**src/hdl/clcd_pkg.sv**
```systemverilog
// Shared constants, codes and types of the character LCD command sequencer.
`default_nettype none

package clcd_pkg;

   // Text buffer
   localparam int BUFFER_DEPTH = 32;
   localparam int BUF_IDX_W    = (BUFFER_DEPTH > 1) ? $clog2(BUFFER_DEPTH) : 1;

   // Field widths
   localparam int OPCODE_W   = 3;
   localparam int CHAR_IDX_W = 5;
   localparam int BYTE_W     = 8;
   localparam int TEXT_LEN_W = 6;
   localparam int STATUS_W   = 2;
   localparam int DONE_W     = 2;
   localparam int CSR_ADDR_W = 3;
   localparam int CSR_DATA_W = 8;

   // Opcodes
   localparam logic [OPCODE_W-1:0] OPC_TICK  = 3'd0;
   localparam logic [OPCODE_W-1:0] OPC_LOAD  = 3'd1;
   localparam logic [OPCODE_W-1:0] OPC_WRITE = 3'd2;
   localparam logic [OPCODE_W-1:0] OPC_CLEAR = 3'd3;
   localparam logic [OPCODE_W-1:0] OPC_MOVE  = 3'd4;

   // Status codes
   localparam logic [STATUS_W-1:0] STATUS_ACCEPTED = 2'd0;
   localparam logic [STATUS_W-1:0] STATUS_INUSE    = 2'd1;
   localparam logic [STATUS_W-1:0] STATUS_BAD      = 2'd2;

   // Completion codes
   localparam logic [DONE_W-1:0] DONE_NONE  = 2'd0;
   localparam logic [DONE_W-1:0] DONE_WRITE = 2'd1;
   localparam logic [DONE_W-1:0] DONE_CLEAR = 2'd2;
   localparam logic [DONE_W-1:0] DONE_MOVE  = 2'd3;

   // Register indexes
   localparam logic [CSR_ADDR_W-1:0] CSR_FUNCTION = 3'd0;
   localparam logic [CSR_ADDR_W-1:0] CSR_DISPLAY  = 3'd1;
   localparam logic [CSR_ADDR_W-1:0] CSR_ENTRY    = 3'd2;
   localparam logic [CSR_ADDR_W-1:0] CSR_LINE_ONE = 3'd3;
   localparam logic [CSR_ADDR_W-1:0] CSR_LINE_TWO = 3'd4;
   localparam logic [CSR_ADDR_W-1:0] CSR_MAX_POS  = 3'd5;

   // LCD command bytes
   localparam logic [BYTE_W-1:0] CMD_FUNCTION = 8'h30;
   localparam logic [BYTE_W-1:0] CMD_DISPLAY  = 8'h08;
   localparam logic [BYTE_W-1:0] CMD_CLEAR    = 8'h01;
   localparam logic [BYTE_W-1:0] CMD_ENTRY    = 8'h04;

   typedef enum logic [3:0] {
      ACT_IDLE  = 4'b0001,
      ACT_CLEAR = 4'b0010,
      ACT_WRITE = 4'b0100,
      ACT_MOVE  = 4'b1000
   } active_type;

   typedef struct packed {
      logic [1:0]        function_bits;
      logic [2:0]        display_bits;
      logic [1:0]        entry_bits;
      logic [BYTE_W-1:0] line_one_cmd;
      logic [BYTE_W-1:0] line_two_cmd;
      logic [BYTE_W-1:0] max_position;
   } cfg_type;

   typedef struct packed {
      logic [OPCODE_W-1:0]   opcode;
      logic [CHAR_IDX_W-1:0] char_index;
      logic [BYTE_W-1:0]     char_value;
      logic [TEXT_LEN_W-1:0] text_length;
      logic [BYTE_W-1:0]     line_select;
      logic [BYTE_W-1:0]     position;
   } item_type;

   typedef struct packed {
      logic [STATUS_W-1:0] status;
      logic                reg_select;
      logic                enable;
      logic [BYTE_W-1:0]   data_bus;
      logic [DONE_W-1:0]   done_kind;
      logic                init_done;
   } result_type;

endpackage

`default_nettype wire

```
**src/hdl/clcd_ifs.sv**
```systemverilog
// Handshake interfaces of the sequencer: request, response and register write channels.
`default_nettype none

interface clcd_req_if;
   logic                                valid;
   logic                                ready;
   logic [clcd_pkg::OPCODE_W-1:0]       opcode;
   logic [clcd_pkg::CHAR_IDX_W-1:0]     char_index;
   logic [clcd_pkg::BYTE_W-1:0]         char_value;
   logic [clcd_pkg::TEXT_LEN_W-1:0]     text_length;
   logic [clcd_pkg::BYTE_W-1:0]         line_select;
   logic [clcd_pkg::BYTE_W-1:0]         position;

   modport source (output valid, opcode, char_index, char_value, text_length,
                   line_select, position, input ready);
   modport sink (input valid, opcode, char_index, char_value, text_length,
                 line_select, position, output ready);
endinterface

interface clcd_rsp_if;
   logic                              valid;
   logic                              ready;
   logic [clcd_pkg::STATUS_W-1:0]     status;
   logic                              reg_select;
   logic                              enable;
   logic [clcd_pkg::BYTE_W-1:0]       data_bus;
   logic [clcd_pkg::DONE_W-1:0]       done_kind;
   logic                              init_done;

   modport source (output valid, status, reg_select, enable, data_bus, done_kind,
                   init_done, input ready);
   modport sink (input valid, status, reg_select, enable, data_bus, done_kind,
                 init_done, output ready);
endinterface

interface clcd_csr_if;
   logic                                valid;
   logic                                ready;
   logic [clcd_pkg::CSR_ADDR_W-1:0]     index;
   logic [clcd_pkg::CSR_DATA_W-1:0]     data;

   modport source (output valid, index, data, input ready);
   modport sink (input valid, index, data, output ready);
endinterface

`default_nettype wire

```
**src/hdl/char_lcd_command_sequencer.sv**
```systemverilog
// Top level of the character LCD command sequencer: channel registers around the core.
//
//   channel  | port    | direction | transaction carries
//   ---------+---------+-----------+-------------------------------------------------
//   request  | req_if  | in        | opcode, char_index, char_value, text_length,
//            |         |           | line_select, position
//   response | rsp_if  | out       | status, reg_select, enable, data_bus, done_kind,
//            |         |           | init_done
//   config   | csr_if  | in        | register index, write data (always ready)
//
// One request transaction yields exactly one response transaction. An accepted item
// is held in the input register, then the core updates its state and the response
// register in the same edge: one item per cycle while rsp_if.ready stays high.
// The input register refills while a response waits, so rsp_if.ready low stalls
// only once both registers are full. Synchronous reset clears all control state and
// the configuration; the text buffer holds garbage until loaded.
`default_nettype none

module char_lcd_command_sequencer (
   input  wire logic     clock,
   input  wire logic     reset,
   clcd_req_if.sink      req_if,
   clcd_rsp_if.source    rsp_if,
   clcd_csr_if.sink      csr_if
);

   logic                   in_vld_ff, in_vld_in;
   clcd_pkg::item_type     in_item_ff;
   logic                   out_vld_ff, out_vld_in;
   clcd_pkg::result_type   out_res_ff;
   clcd_pkg::result_type   core_res;
   clcd_pkg::cfg_type      cfg;
   logic                   advance;
   logic                   req_take;

   clcd_csr u_csr (
      .clock  (clock),
      .reset  (reset),
      .csr_if (csr_if),
      .cfg    (cfg)
   );

   clcd_core u_core (
      .clock   (clock),
      .reset   (reset),
      .advance (advance),
      .item    (in_item_ff),
      .cfg     (cfg),
      .result  (core_res)
   );

   assign advance      = in_vld_ff && (!out_vld_ff || rsp_if.ready);
   assign req_if.ready = !in_vld_ff || advance;
   assign req_take     = req_if.valid && req_if.ready;

   assign in_vld_in  = req_take || (in_vld_ff && !advance);
   assign out_vld_in = advance || (out_vld_ff && !rsp_if.ready);

   always_ff @(posedge clock) begin
      if (reset) begin
         in_vld_ff  <= 1'b0;
         out_vld_ff <= 1'b0;
      end else begin
         in_vld_ff  <= in_vld_in;
         out_vld_ff <= out_vld_in;
      end
   end

   always_ff @(posedge clock) begin
      if (req_take) begin
         in_item_ff.opcode      <= req_if.opcode;
         in_item_ff.char_index  <= req_if.char_index;
         in_item_ff.char_value  <= req_if.char_value;
         in_item_ff.text_length <= req_if.text_length;
         in_item_ff.line_select <= req_if.line_select;
         in_item_ff.position    <= req_if.position;
      end
      if (advance) out_res_ff <= core_res;
   end

   assign rsp_if.valid      = out_vld_ff;
   assign rsp_if.status     = out_res_ff.status;
   assign rsp_if.reg_select = out_res_ff.reg_select;
   assign rsp_if.enable     = out_res_ff.enable;
   assign rsp_if.data_bus   = out_res_ff.data_bus;
   assign rsp_if.done_kind  = out_res_ff.done_kind;
   assign rsp_if.init_done  = out_res_ff.init_done;

endmodule

`default_nettype wire

```
**src/hdl/clcd_csr.sv**
```systemverilog
// Configuration register bank of the sequencer.
`default_nettype none

module clcd_csr (
   input  wire logic              clock,
   input  wire logic              reset,
   clcd_csr_if.sink               csr_if,
   output clcd_pkg::cfg_type      cfg
);

   clcd_pkg::cfg_type cfg_ff;
   clcd_pkg::cfg_type cfg_in;

   assign csr_if.ready = 1'b1;

   always_comb begin
      cfg_in = cfg_ff;
      if (csr_if.valid) begin
         case (csr_if.index)
            clcd_pkg::CSR_FUNCTION: cfg_in.function_bits = csr_if.data[1:0];
            clcd_pkg::CSR_DISPLAY:  cfg_in.display_bits  = csr_if.data[2:0];
            clcd_pkg::CSR_ENTRY:    cfg_in.entry_bits    = csr_if.data[1:0];
            clcd_pkg::CSR_LINE_ONE: cfg_in.line_one_cmd  = csr_if.data;
            clcd_pkg::CSR_LINE_TWO: cfg_in.line_two_cmd  = csr_if.data;
            clcd_pkg::CSR_MAX_POS:  cfg_in.max_position  = csr_if.data;
            default:                cfg_in = cfg_ff;
         endcase
      end
   end

   always_ff @(posedge clock) begin
      if (reset) begin
         cfg_ff.function_bits <= 2'd2;
         cfg_ff.display_bits  <= 3'd4;
         cfg_ff.entry_bits    <= 2'd2;
         cfg_ff.line_one_cmd  <= 8'd128;
         cfg_ff.line_two_cmd  <= 8'd192;
         cfg_ff.max_position  <= 8'd15;
      end else begin
         cfg_ff <= cfg_in;
      end
   end

   assign cfg = cfg_ff;

endmodule

`default_nettype wire

```
**src/hdl/clcd_core.sv**
```systemverilog
// Bus sequencing state, text buffer and per-item update logic.
`default_nettype none

module clcd_core (
   input  wire logic                clock,
   input  wire logic                reset,
   input  wire logic                advance,
   input  wire clcd_pkg::item_type  item,
   input  wire clcd_pkg::cfg_type   cfg,
   output clcd_pkg::result_type     result
);

   logic [1:0]                        init_step_ff, init_step_in;
   logic                              init_fin_ff, init_fin_in;
   clcd_pkg::active_type              active_ff, active_in;
   logic                              enable_ff, enable_in;
   logic [clcd_pkg::BYTE_W-1:0]       bus_ff, bus_in;
   logic                              select_ff, select_in;
   logic [clcd_pkg::TEXT_LEN_W-1:0]   sent_ff, sent_in;
   logic [clcd_pkg::TEXT_LEN_W-1:0]   length_ff, length_in;
   logic [clcd_pkg::BYTE_W-1:0]       move_line_ff, move_line_in;
   logic [clcd_pkg::BYTE_W-1:0]       move_pos_ff, move_pos_in;

   logic [clcd_pkg::BYTE_W-1:0]       buf_ff [clcd_pkg::BUFFER_DEPTH];
   logic                              buf_we;
   logic [clcd_pkg::BUF_IDX_W-1:0]    buf_waddr;
   logic [clcd_pkg::BYTE_W-1:0]       buf_rdata;
   logic [clcd_pkg::BYTE_W-1:0]       init_cmd;
   logic [clcd_pkg::STATUS_W-1:0]     status;
   logic [clcd_pkg::DONE_W-1:0]       done;
   logic                              move_ok;
   logic                              len_bad;

   always_comb begin
      case (init_step_ff)
         2'd0:    init_cmd = clcd_pkg::CMD_FUNCTION | {4'd0, cfg.function_bits, 2'd0};
         2'd1:    init_cmd = clcd_pkg::CMD_DISPLAY | {5'd0, cfg.display_bits};
         2'd2:    init_cmd = clcd_pkg::CMD_CLEAR;
         default: init_cmd = clcd_pkg::CMD_ENTRY | {6'd0, cfg.entry_bits};
      endcase
   end

   // the buffer is read only while the sent count is below the write length, which never exceeds the depth
   assign buf_rdata = buf_ff[sent_ff[clcd_pkg::BUF_IDX_W-1:0]];

   assign move_ok = ((item.line_select == cfg.line_one_cmd) ||
                     (item.line_select == cfg.line_two_cmd)) &&
                    (item.position <= cfg.max_position);
   assign len_bad = (item.text_length == '0) ||
                    (int'(item.text_length) > clcd_pkg::BUFFER_DEPTH);

   assign buf_we    = advance && (item.opcode == clcd_pkg::OPC_LOAD) &&
                      (int'(item.char_index) < clcd_pkg::BUFFER_DEPTH);
   assign buf_waddr = clcd_pkg::BUF_IDX_W'(item.char_index);

   always_comb begin
      init_step_in = init_step_ff;
      init_fin_in  = init_fin_ff;
      active_in    = active_ff;
      enable_in    = enable_ff;
      bus_in       = bus_ff;
      select_in    = select_ff;
      sent_in      = sent_ff;
      length_in    = length_ff;
      move_line_in = move_line_ff;
      move_pos_in  = move_pos_ff;
      status       = clcd_pkg::STATUS_ACCEPTED;
      done         = clcd_pkg::DONE_NONE;

      case (item.opcode)
         clcd_pkg::OPC_TICK: begin
            if (!init_fin_ff) begin
               if (enable_ff) begin
                  enable_in = 1'b0;
                  if (init_step_ff != 2'd3) init_step_in = init_step_ff + 2'd1;
                  else init_fin_in = 1'b1;
               end else begin
                  bus_in    = init_cmd;
                  select_in = 1'b0;
                  enable_in = 1'b1;
               end
            end else begin
               case (active_ff)
                  clcd_pkg::ACT_WRITE: begin
                     if (enable_ff) begin
                        enable_in = 1'b0;
                     end else if (sent_ff >= length_ff) begin
                        active_in = clcd_pkg::ACT_IDLE;
                        sent_in   = '0;
                        done      = clcd_pkg::DONE_WRITE;
                     end else begin
                        bus_in    = buf_rdata;
                        select_in = 1'b1;
                        enable_in = 1'b1;
                        sent_in   = sent_ff + 1'b1;
                     end
                  end
                  clcd_pkg::ACT_CLEAR: begin
                     if (enable_ff) begin
                        enable_in = 1'b0;
                        active_in = clcd_pkg::ACT_IDLE;
                        done      = clcd_pkg::DONE_CLEAR;
                     end else begin
                        bus_in    = clcd_pkg::CMD_CLEAR;
                        select_in = 1'b0;
                        enable_in = 1'b1;
                     end
                  end
                  clcd_pkg::ACT_MOVE: begin
                     if (enable_ff) begin
                        enable_in    = 1'b0;
                        active_in    = clcd_pkg::ACT_IDLE;
                        move_line_in = '0;
                        move_pos_in  = '0;
                        done         = clcd_pkg::DONE_MOVE;
                     end else begin
                        bus_in    = move_line_ff + move_pos_ff;
                        select_in = 1'b0;
                        enable_in = 1'b1;
                     end
                  end
                  default: ;
               endcase
            end
         end
         clcd_pkg::OPC_LOAD: ;
         clcd_pkg::OPC_WRITE: begin
            if (len_bad) begin
               status = clcd_pkg::STATUS_BAD;
            end else if (active_ff != clcd_pkg::ACT_IDLE) begin
               status = clcd_pkg::STATUS_INUSE;
            end else begin
               active_in = clcd_pkg::ACT_WRITE;
               length_in = item.text_length;
               sent_in   = '0;
            end
         end
         clcd_pkg::OPC_CLEAR: begin
            if (active_ff != clcd_pkg::ACT_IDLE) status = clcd_pkg::STATUS_INUSE;
            else active_in = clcd_pkg::ACT_CLEAR;
         end
         clcd_pkg::OPC_MOVE: begin
            // argument check takes priority over busy
            if (!move_ok) begin
               status = clcd_pkg::STATUS_BAD;
            end else if (active_ff != clcd_pkg::ACT_IDLE) begin
               status = clcd_pkg::STATUS_INUSE;
            end else begin
               active_in    = clcd_pkg::ACT_MOVE;
               move_line_in = item.line_select;
               move_pos_in  = item.position;
            end
         end
         default: status = clcd_pkg::STATUS_BAD;
      endcase
   end

   always_ff @(posedge clock) begin
      if (reset) begin
         init_step_ff <= '0;
         init_fin_ff  <= 1'b0;
         active_ff    <= clcd_pkg::ACT_IDLE;
         enable_ff    <= 1'b0;
         bus_ff       <= '0;
         select_ff    <= 1'b0;
         sent_ff      <= '0;
         length_ff    <= '0;
         move_line_ff <= '0;
         move_pos_ff  <= '0;
      end else if (advance) begin
         init_step_ff <= init_step_in;
         init_fin_ff  <= init_fin_in;
         active_ff    <= active_in;
         enable_ff    <= enable_in;
         bus_ff       <= bus_in;
         select_ff    <= select_in;
         sent_ff      <= sent_in;
         length_ff    <= length_in;
         move_line_ff <= move_line_in;
         move_pos_ff  <= move_pos_in;
      end
   end

   always_ff @(posedge clock) begin
      if (buf_we) buf_ff[buf_waddr] <= item.char_value;
   end

   always_comb begin
      result.status     = status;
      result.reg_select = select_in;
      result.enable     = enable_in;
      result.data_bus   = bus_in;
      result.done_kind  = done;
      result.init_done  = init_fin_in;
   end

endmodule

`default_nettype wire
```
**src/flat_wrapper.sv**
```systemverilog
// flat-port wrapper written by rule: the top's interface ports become plain ports
module char_lcd_command_sequencer_flat 
  (clock, reset, req_if_valid, req_if_opcode, req_if_char_index, req_if_char_value, req_if_text_length, req_if_line_select, req_if_position, req_if_ready, rsp_if_valid, rsp_if_status, rsp_if_reg_select, rsp_if_enable, rsp_if_data_bus, rsp_if_done_kind, rsp_if_init_done, rsp_if_ready, csr_if_valid, csr_if_index, csr_if_data, csr_if_ready);
  clcd_req_if req_if_i ();
  clcd_rsp_if rsp_if_i ();
  clcd_csr_if csr_if_i ();
  input  wire logic clock;
  input  wire logic reset;
  input wire logic [$bits(req_if_i.valid)-1:0] req_if_valid;
  input wire logic [$bits(req_if_i.opcode)-1:0] req_if_opcode;
  input wire logic [$bits(req_if_i.char_index)-1:0] req_if_char_index;
  input wire logic [$bits(req_if_i.char_value)-1:0] req_if_char_value;
  input wire logic [$bits(req_if_i.text_length)-1:0] req_if_text_length;
  input wire logic [$bits(req_if_i.line_select)-1:0] req_if_line_select;
  input wire logic [$bits(req_if_i.position)-1:0] req_if_position;
  output wire logic [$bits(req_if_i.ready)-1:0] req_if_ready;
  output wire logic [$bits(rsp_if_i.valid)-1:0] rsp_if_valid;
  output wire logic [$bits(rsp_if_i.status)-1:0] rsp_if_status;
  output wire logic [$bits(rsp_if_i.reg_select)-1:0] rsp_if_reg_select;
  output wire logic [$bits(rsp_if_i.enable)-1:0] rsp_if_enable;
  output wire logic [$bits(rsp_if_i.data_bus)-1:0] rsp_if_data_bus;
  output wire logic [$bits(rsp_if_i.done_kind)-1:0] rsp_if_done_kind;
  output wire logic [$bits(rsp_if_i.init_done)-1:0] rsp_if_init_done;
  input wire logic [$bits(rsp_if_i.ready)-1:0] rsp_if_ready;
  input wire logic [$bits(csr_if_i.valid)-1:0] csr_if_valid;
  input wire logic [$bits(csr_if_i.index)-1:0] csr_if_index;
  input wire logic [$bits(csr_if_i.data)-1:0] csr_if_data;
  output wire logic [$bits(csr_if_i.ready)-1:0] csr_if_ready;
  assign req_if_i.valid = req_if_valid;
  assign req_if_i.opcode = req_if_opcode;
  assign req_if_i.char_index = req_if_char_index;
  assign req_if_i.char_value = req_if_char_value;
  assign req_if_i.text_length = req_if_text_length;
  assign req_if_i.line_select = req_if_line_select;
  assign req_if_i.position = req_if_position;
  assign req_if_ready = req_if_i.ready;
  assign rsp_if_valid = rsp_if_i.valid;
  assign rsp_if_status = rsp_if_i.status;
  assign rsp_if_reg_select = rsp_if_i.reg_select;
  assign rsp_if_enable = rsp_if_i.enable;
  assign rsp_if_data_bus = rsp_if_i.data_bus;
  assign rsp_if_done_kind = rsp_if_i.done_kind;
  assign rsp_if_init_done = rsp_if_i.init_done;
  assign rsp_if_i.ready = rsp_if_ready;
  assign csr_if_i.valid = csr_if_valid;
  assign csr_if_i.index = csr_if_index;
  assign csr_if_i.data = csr_if_data;
  assign csr_if_ready = csr_if_i.ready;
  char_lcd_command_sequencer u_core (.clock(clock), .reset(reset), .req_if(req_if_i), .rsp_if(rsp_if_i), .csr_if(csr_if_i));
endmodule
```
**config.mk**
```make
export PLATFORM = sky130hd
export DESIGN_NAME = char_lcd_command_sequencer_flat
export DESIGN_NICKNAME = d
export VERILOG_FILES = /design/src/hdl/clcd_pkg.sv /design/src/hdl/clcd_ifs.sv /design/src/hdl/char_lcd_command_sequencer.sv /design/src/hdl/clcd_csr.sv /design/src/hdl/clcd_core.sv /design/src/flat_wrapper.sv
export SDC_FILE = /design/constraint.sdc
export NUM_CORES = 1
export LEC_CHECK = 0
export ABC_AREA = 1
export ABC_CLOCK_PERIOD_IN_PS = 5200
export BUFFER_PORTS_ARGS = -buffer_cell sky130_fd_sc_hd__buf_2
export CAP_MARGIN = 20
export CORE_ASPECT_RATIO = 0.5
export CORE_MARGIN = 2
export CORE_UTILIZATION = 55
export DETAILED_ROUTE_END_ITERATION = 12
export PLACE_DENSITY = 0.72
export SLEW_MARGIN = 20
export SYNTH_ARGS = -nofsm -noshare
export SYNTH_HDL_FRONTEND = slang
export SYNTH_SLANG_ARGS = --single-unit
```
**constraint.sdc**
```tcl
create_clock -name clock -period 5.2 [get_ports clock]
set_input_delay 0.52 -clock clock [delete_from_list [all_inputs] [get_ports clock]]
set_output_delay 0.52 -clock clock [all_outputs]
set_load 0.01 [all_outputs]
```
==> results.py <==
metrics = {
    "cts": {
        "clk_latency_ns": 0.53,
        "cts_max_level": 2,
        "post_cts_buffers": 0,
        "holdBufCountCts": 0,
        "cts_resized": 0,
        "cts_root_buf": "clkbuf_16",
        "cts_max_path_buffers": 3,
        "clkTransAtPathRegs_ns": 0.06,
        "cts-buffers-inserted": 36,
        "cts_tree": "done",
        "clock_sinks": 392,
    },
    "timing": {
        "fin_ws_ns": 1.81,
        "hold_viol_final": 0,
        "relSlewSlack_pct": 29.2,
        "skew_ns": 0.0121,
        "fin_crit_ns": 3.39,
        "slew_violations": 0,
        "setup_viol": 0,
        "fmax_mhz": 295,
        "hold_slack_ns": 0.164,
        "rsz0062_at_grt": "no",
        "tightest_slew_ns": 1.06,
        "post-route-period-util_pct": 65.2,
        "finalSetupTns_ns": 0,
    },
    "pwr": {
        "power_leakage_nw": 7.25,
        "ir_worst_vdd_mv": 0.230,
        "power_frac_clock_pct": 40.8,
        "p_comb_share_pct": 4.8,
        "seqPwrFrac_pct": 54.4,
        "p_sw_mw": 1.39,
        "p_int_mw": 4.97,
        "sw_frac_of_total_pct": 21.8,
        "power_density_nw_per_um2": 340,
    },
    "floorplanning": {
        "die_w_um": 253,
        "dieArea_um2": 32500,
        "floorplan.initialDensity_pct": 56.0,
        "core_um2": 30400,
        "die_h_um": 128,
        "ios": 72,
        "rows": 45,
    },
    "layout": {
        "nets": 1805,
        "syn2layout_area_growth_pct": 10.1,
        "utilization_pct": 61.6,
        "layout-drive-gt1-share_pct": 11.3,
        "final_area_um2": 18700,
        "diodes": 0,
    },
    "placed_design": {
        "gp_congestion": 0.897,
        "dpl_cell_area_um2": 17600,
        "hpwl_mm": 25.7,
        "post-place-ws_ns": 2.10,
        "io_buffers": 70,
    },
    "routing": {
        "vias": 12200,
        "drt_iter0_markers": 1454,
        "drc": 0,
        "post_drt_via_cell_ratio": 5.69,
        "drt_wl_total_mm": 40.0,
        "drt.antenna.violating_nets": 0,
        "firstDrtPassIters": 6,
        "drt-wirelength-per-cell_um": 18.6,
    },
    "synth": {
        "ys_seq_elements": 392,
        "synth_edf_count": 309,
        "synth_ff_type": "edfxtp_1",
        "yosys_warnings": 0,
        "synth.distinct_cells": 47,
        "async_reset_ff_share_pct": 0,
        "synth.avg_cell_area_um2": 10.2,
        "synth_fp_nets": 1750,
        "syn_area_um2": 17000,
        "syn_inst": 1669,
        "synth-seq-area-share_pct": 64.3,
    },
    "worst_setup_path": {
        "required_ns": 5.48,
        "cp.arrival_ns": 3.67,
        "cp-end-kind": "flip-flop",
        "cp_max_fo": 65,
        "crit_path_start_kind": "flip-flop",
        "crit_type": "flip-flop to flip-flop",
    },
    "min_path": {
        "min_path_type": "input pin to flip-flop",
    },
    "global_route": {
        "grt_start_max_net_pins": 107,
        "grt-ovfl-total": 0,
        "grt_use_total_pct": 25.2,
        "grt_pass1_vias": 11800,
        "grt_antenna_before_repair": 0,
        "grt_pass1_wl_mm": 63.0,
    },
    "outcome": {
        "outcome": "finished clean",
    },
    "flow_run": {
        "drv_cap": 0,
    },
}
flip-flops by register name, indices dropped and copies added, names as in the netlist, 2 cells and up, named ones only:
signal                      count
u_core.u_core.buf_ff          256
u_core.in_item_ff              38
u_core.u_csr.cfg               31
u_core.rsp_if.data_bus          8
u_core.u_core.bus_ff            8
u_core.u_core.move_line_ff      8
u_core.u_core.move_pos_ff       8
u_core.u_core.length_ff         6
u_core.u_core.sent_ff           6
u_core.u_core.active_ff         4
u_core.rsp_if.done_kind         2
u_core.rsp_if.status            2
u_core.u_core.init_step_ff      2
placed cells by master (no fill, tap or decap), types with 15 or more instances in the layout:
cell	n
or2_2	21
ha_1	26
inv_1	122
nand3_1	272
buf_2	70
nand4_1	19
a21oi_1	72
nor2_1	114
clkbuf_16	37
edfxtp_1	309
buf_4	15
dfxtp_1	81
o21ai_0	43
nand2_1	422
Yosys cell counts, drive strengths merged, types with 8 or more instances:
| cell type | count | area [um^2] |
|---|---|---|
| clkbuf | 17 | 63.8 |
| nand3 | 276 | 1400 |
| inv | 135 | 509 |
| a21oi | 74 | 385 |
| dfxtp | 83 | 1660 |
| nand4 | 20 | 131 |
| buf | 51 | 325 |
| nand2 | 430 | 1650 |
| o211ai | 8 | 60.1 |
| nor2 | 121 | 477 |
| edfxtp | 309 | 9280 |
| ha | 26 | 325 |
| o21ai | 49 | 249 |
| xnor2 | 9 | 78.8 |
| nor3 | 9 | 55.1 |
| or2 | 26 | 163 |
path summary, 6_finish.rpt:
check        depth (start not counted)                                       to                                    start  slack [ns]
max                                 12      u_core.rsp_if.data_bus[6]$_DFFE_PP_                                flip-flop        1.81
min                                  1          u_core.in_item_ff[29]$_DFFE_PP_                     req_if_char_value[7]        0.16
max reg2reg                         12      u_core.rsp_if.data_bus[6]$_DFFE_PP_                                flip-flop        1.81
min reg2reg                          2  u_core.u_core.length_ff[5]$_SDFFE_PP0P_  u_core.u_core.length_ff[5]$_SDFFE_PP0P_        0.46
worst max-delay path, cell delays in order (launching register included):
cell and delay [ns]:
dfxtp_2 0.33, buf_4 0.58, clkinv_2 0.97, nand3_1 0.36, nand2_1 0.09, nand2_1 0.07, nand3_1 0.15, nand2_1 0.10
nand2_1 0.06, nand3_1 0.15, nand3_1 0.10, nand2_1 0.09, inv_1 0.05
logic make-up (layout without fill, tap and decap cells):
family	count (synthesis)	after routing	share of synthesized area, %
AO/OA/AOI/OAI	144	144	4.64
XOR/XNOR	16	16	0.823
adder cells (fa/ha/maj)	27	27	2.03
buffers and inverters	204	284	5.30
flip-flops	392	392	64.3
other	1	1	0.0220
AND/OR/NAND/NOR	885	885	22.9
power by group through the flow:
stage / Combinational [mW] / Clock, mW / Sequential, mW
floorplan: 0.176 / 0 / 3.53
global placement: 0.299 / 0 / 3.53
detailed placement: 0.305 / 0 / 3.53
CTS: 0.307 / 2.63 / 3.46
global route: 0.341 / 2.76 / 3.46
finish: 0.308 / 2.59 / 3.46
final cells by class:
| cell class | count | area, um^2 |
|---|---|---|
| well taps | 399 | 499 |
| multi-input cells | 1073 | 5180 |
| repair buffers | 85 | 463 |
| clock buffers | 44 | 952 |
| fillers | 2433 | 11700 |
| flip-flops and latches | 392 | 10900 |
| inverters | 136 | 514 |
| clock inverters | 19 | 181 |
stage by stage:
stage                     power [mW]  cells
after floorplan                 3.71   1669
after global placement          3.82   2085
after detailed placement        3.83   2085
after CTS                       6.40   2148
after global routing            6.57   2148
final                           6.36   2148
metal layers:
metal | global-route usage (%) | share of wire (%) | wire, um | up-vias
met5 | 0 | 0 | 0 | -
met4 | 8.11 | 2.8 | 1110 | 0
met3 | 5.20 | 7.8 | 3120 | 94
met2 | 42.6 | 48 | 19200 | 483
met1 | 33.0 | 41 | 16600 | 5839
li1 | - | - | - | 5799
No activity file was read; power rests on OpenSTA's default activity.
